$ cat src/hdl/tep_ram.sv
`timescale 1ns / 1ps
// ----------------------------------------------------------------------------
// tep_ram
// Simple dual-port RAM: one write port, one read port, registered read data.
// ----------------------------------------------------------------------------
module tep_ram #(
   parameter int WIDTH = 8,
   parameter int DEPTH = 16,
   parameter int AW    = (DEPTH > 1) ? $clog2(DEPTH) : 1
) (
   input  logic             clock,
   input  logic             wr_en,
   input  logic [AW-1:0]    wr_addr,
   input  logic [WIDTH-1:0] wr_data,
   input  logic             rd_en,
   input  logic [AW-1:0]    rd_addr,
   output logic [WIDTH-1:0] rd_data
);

   logic [WIDTH-1:0] mem [DEPTH];
   logic [WIDTH-1:0] rd_data_ff;

   always_ff @(posedge clock) begin
      if (wr_en) begin
         mem[wr_addr] <= wr_data;
      end
      if (rd_en) begin
         rd_data_ff <= mem[rd_addr];
      end
   end

   assign rd_data = rd_data_ff;

endmodule

$ cat config.mk
export PLATFORM = sky130hd
export DESIGN_NAME = tep_ram
export DESIGN_NICKNAME = d
export VERILOG_FILES = /design/src/hdl/tep_ram.sv
export SDC_FILE = /design/constraint.sdc
export NUM_CORES = 1
export LEC_CHECK = 0
export BUFFER_PORTS_ARGS = -buffer_cell sky130_fd_sc_hd__buf_2
export CAP_MARGIN = 10
export CORE_MARGIN = 1
export CORE_UTILIZATION = 63
export CTS_BUF_LIST = sky130_fd_sc_hd__clkbuf_2
export DETAILED_ROUTE_END_ITERATION = 16
export PLACE_DENSITY = 0.82
export SLEW_MARGIN = 20
export SYNTH_ARGS = -nofsm -noshare
export SYNTH_HDL_FRONTEND = slang
export SYNTH_SLANG_ARGS = --single-unit
$ cat constraint.sdc
create_clock -name clock -period 1.9 [get_ports clock]
set_input_delay 0 -clock clock [delete_from_list [all_inputs] [get_ports clock]]
set_output_delay 0 -clock clock [all_outputs]
set_load 0.03 [all_outputs]
-- Word level (Yosys, flattened, before mapping)
Memories as Yosys holds them, arrays and structs flattened. A register that Yosys moved wholly into a read port is not among the register bits.
Cells that the tools add are included.
- bits in registers: 0
- memory bits (writable): 128
- input port bits: 19
- logic and storage cells: 3
- memories kept: 1
- memories (memory ; depth ; width ; rd ports ; clocked after Yosys merged registers in ; write ports ; line ; source):
    mem ; 16 ; 8 ; 1 ; 1 ; 1 ; 20 ; logic [WIDTH-1:0] mem [DEPTH];
- multiplexer cells: 2
- operator list (cell ; count):
    $mux 1 ; 2

-- Logic depth before layout (Yosys ltp)
- depth after elaboration: 2
- gate-level depth with buffers: 5

-- Worst setup path before layout
No wires, ideal clock.
- kind: input -> register
- start point: input port wr_addr[2]
- end point: memory mem[0][0], enable pin
- library setup time: 383 ps
- data arrival time: 1110 ps
- required time: 1517 ps
- path slack: 407 ps
- cell stages on the path: 2
- path buffers: 0
- cells stage by stage: or3b_2 -> nor3_1
- RTL lines (item ; line ; source):
    start: declaration ; 13 ; input logic [AW-1:0] wr_addr,
    end: declaration ; 20 ;
No word-level cell before the write port.

-- Worst setup path in the final report
- start point: input port wr_addr[2]
- end point: memory mem[0][0], enable pin
No word-level cell before the write port.

==> metrics.txt <==
synthesized area=5230 um2; total track usage=24.5%; routed wire length=about 9400 um; Avg WL per Cell=roughly 23 um; Clock Skews=0.0252 ns; mux share of post-synthesis cell area=14.8%; GRT Residual Overflow=0; Cell Pwr Density=865 nW/um2; # resized after CTS=0; met3 WL=776 um; Antenna Nets Post-Route=0; fmax=0.549 GHz; layout cells sized above 1=29.2%; router iterations before antenna repair=5; DR top layer=met4; Syn Inst Count=229; floorplan row count=32; count of final max-slew check failures=0; Distinct cells, synth=18; Min Hold Slack=0.0503 ns; Worst Slack Setup Final=approximately 0.077 ns; RD Place Congestion=0.729; Initial Utilization=66.3%; setup tns final=0 ns; CP peak stage delay=roughly 0.60 ns; run status=completed; CTS tree=done; Root Driver=clkbuf_2; clk slew on worst S/H paths=~0.18 ns; adder-cell share of the synthesized area=0%; most common cell after layout, fill and taps aside=edfxtp_1; Die X=93.1 um; Setup crit start=wr_addr[2]; routed vias=2547; # Max-Cap Violations=0; final hold vios=0; syn_area_per_cell=approximately 23 um2; fillcell total=419; first-pass GRT wire length=around 14000 um; Worst Path Max Fanout=8; Worst Tran Pin Value=0.762 ns; post-synthesis compound-gate area fraction=2.30%; commonest non-fill, non-tap cells in the layout=edfxtp_1 (136), buf_2 (26), clkbuf_2 (20), mux4_2 (18), dlygate4sd3_1 (17); worst hold path class=input port to register; maximum vdd ir drop=between 400 and 500 uV; setup violators final=0; Seq/Total Area, Yosys=78.1%; die area=8670 um2; leak pwr=0.00202 uW; FF/Latch Area=between 4000 and 5000 um2; synthesized flop and latch total=136; path type of the worst setup path=input port to register; DR WL met2=roughly 4600 um; Max-slew headroom=49.1%; hold path startpoint=rd_addr[2]; n_diodes=0; Via density=roughly 6; CTS Sinks=~140; I/O Buffers=26; core footprint=a little under 8000 um2; Synth Area in XOR/XNOR=0%; pre-CTS setup slack=around 0.33 ns; CTS Buf Count=17; Die Y=93.1 um; CP max stage cell=dlygate4sd3_1; M1 WL=3870 um; # IOs=27; Setup crit end kind=register; DR DRC count=0; unrepaired setup endpoints after global routing=no; CP dominant cell by count=dlygate4sd3_1; vias in the first global route=~2.5k; H-tree levels=4; Syn Nets=between 200 and 250; clk buf depth=2; Multi-input gate area=1060 um2; initial antenna violation count=0; later-pin clock latency in the skew report=about 0.64 ns; Final Cycle Share=95.9%; nets=roughly 320; Yosys warning count=0; initial drt markers=~300; CP Cell Sequence=dlygate4sd3_1, buf_2, or3b_2, nor3_1, dlygate4sd3_1, buf_4; largest net degree at the start of global routing=33; critical path startpoint category=input port; simple-gate share of the synthesized area=3.14%; Area growth, synth to finish=13.5%; DP Area=5580 um2; Tot Pwr=approximately 5000 uW; main combinational cell family by area after synthesis=multiplexers; Worst Path Required=2.25 ns; post-route cell area=5930 um2; Final min period=between 1.5 and 2 ns; Worst Path Arrival=2.17 ns; r2r startpoint=mem[1][1]; post-DP HPWL=5690 um
## stage by stage
stage / std cells / util (%)
after floorplan: 229 / -
after global placement: 366 / 70.7
after detailed placement: 366 / 70.7
after CTS: 414 / 75.2
after global routing: 414 / 75.2
final: 414 / 75.2
## state kept, by name (all words and copies together) (netlist names)
name and flops:
mem 128, rd_data 8
## cell families (layout without fill, tap and decap cells)
group / count (synthesis) / in the layout
and+or+nand+nor: 35 / 35
DFF: 136 / 136
buffers and inverters: 10 / 93
AOI/OAI and AO/OA: 16 / 16
muxes: 32 / 32
## where the power goes
part / internal, uW / switching, uW
Sequential: 3370 / 15.4
Clock: 456 / 925
Combinational: 156 / 204
## critical path, delay by kind of cell
family / cells / cell delay, ns
buf+inv: 4 / 1.47
simple gates: 2 / 0.70
## synth_stat cells
cell               n  area share, %
nand2_1            9           0.65
nor2b_1            1           0.12
nor2_1            13           0.93
edfxtp_1         136             78
nand3_1            1          0.096
mux4_1            14            7.0
mux4_2            18            7.8
buf_4              1           0.14
or3b_2             1           0.17
clkdlybuf4s25_2    3           0.57
nor3_1             4           0.38
a22oi_1           16            2.3
and2b_1            1           0.14
buf_6              3           0.65
nand3b_1           2           0.29
nand2b_1           2           0.24
and2_1             1           0.12
buf_2              3           0.29
## per-layer routing
metal  up-vias  track usage, %
met1      1271            36.0
met4         0            10.9
li1       1122               -
met2       139            36.4
met5         -               0
met3        15            5.20
## repair_timing
item,4_1_cts,5_1_grt
endpoints found under the hold margin,236,0
setup buffers,0,0
hold buffers,17,0
## final timing paths
check | endpoint | slack, ns | depth (start not counted)
max | mem[0][0] | 0.08 | 6
min | rd_data[3] | 0.05 | 4
max reg2reg | rd_data[1] | 0.38 | 3
min reg2reg | rd_data[4] | 0.78 | 3
## final cells by class
type / count / share of cell area, %
tap: 102 / 2.15
sequential: 136 / 68.8
timing repair buffer: 62 / 8.10
clock buffer: 20 / 1.69
clock inverter: 11 / 1.41
multi-input combinational: 83 / 17.8
Power figures use the tool's default switching activity.
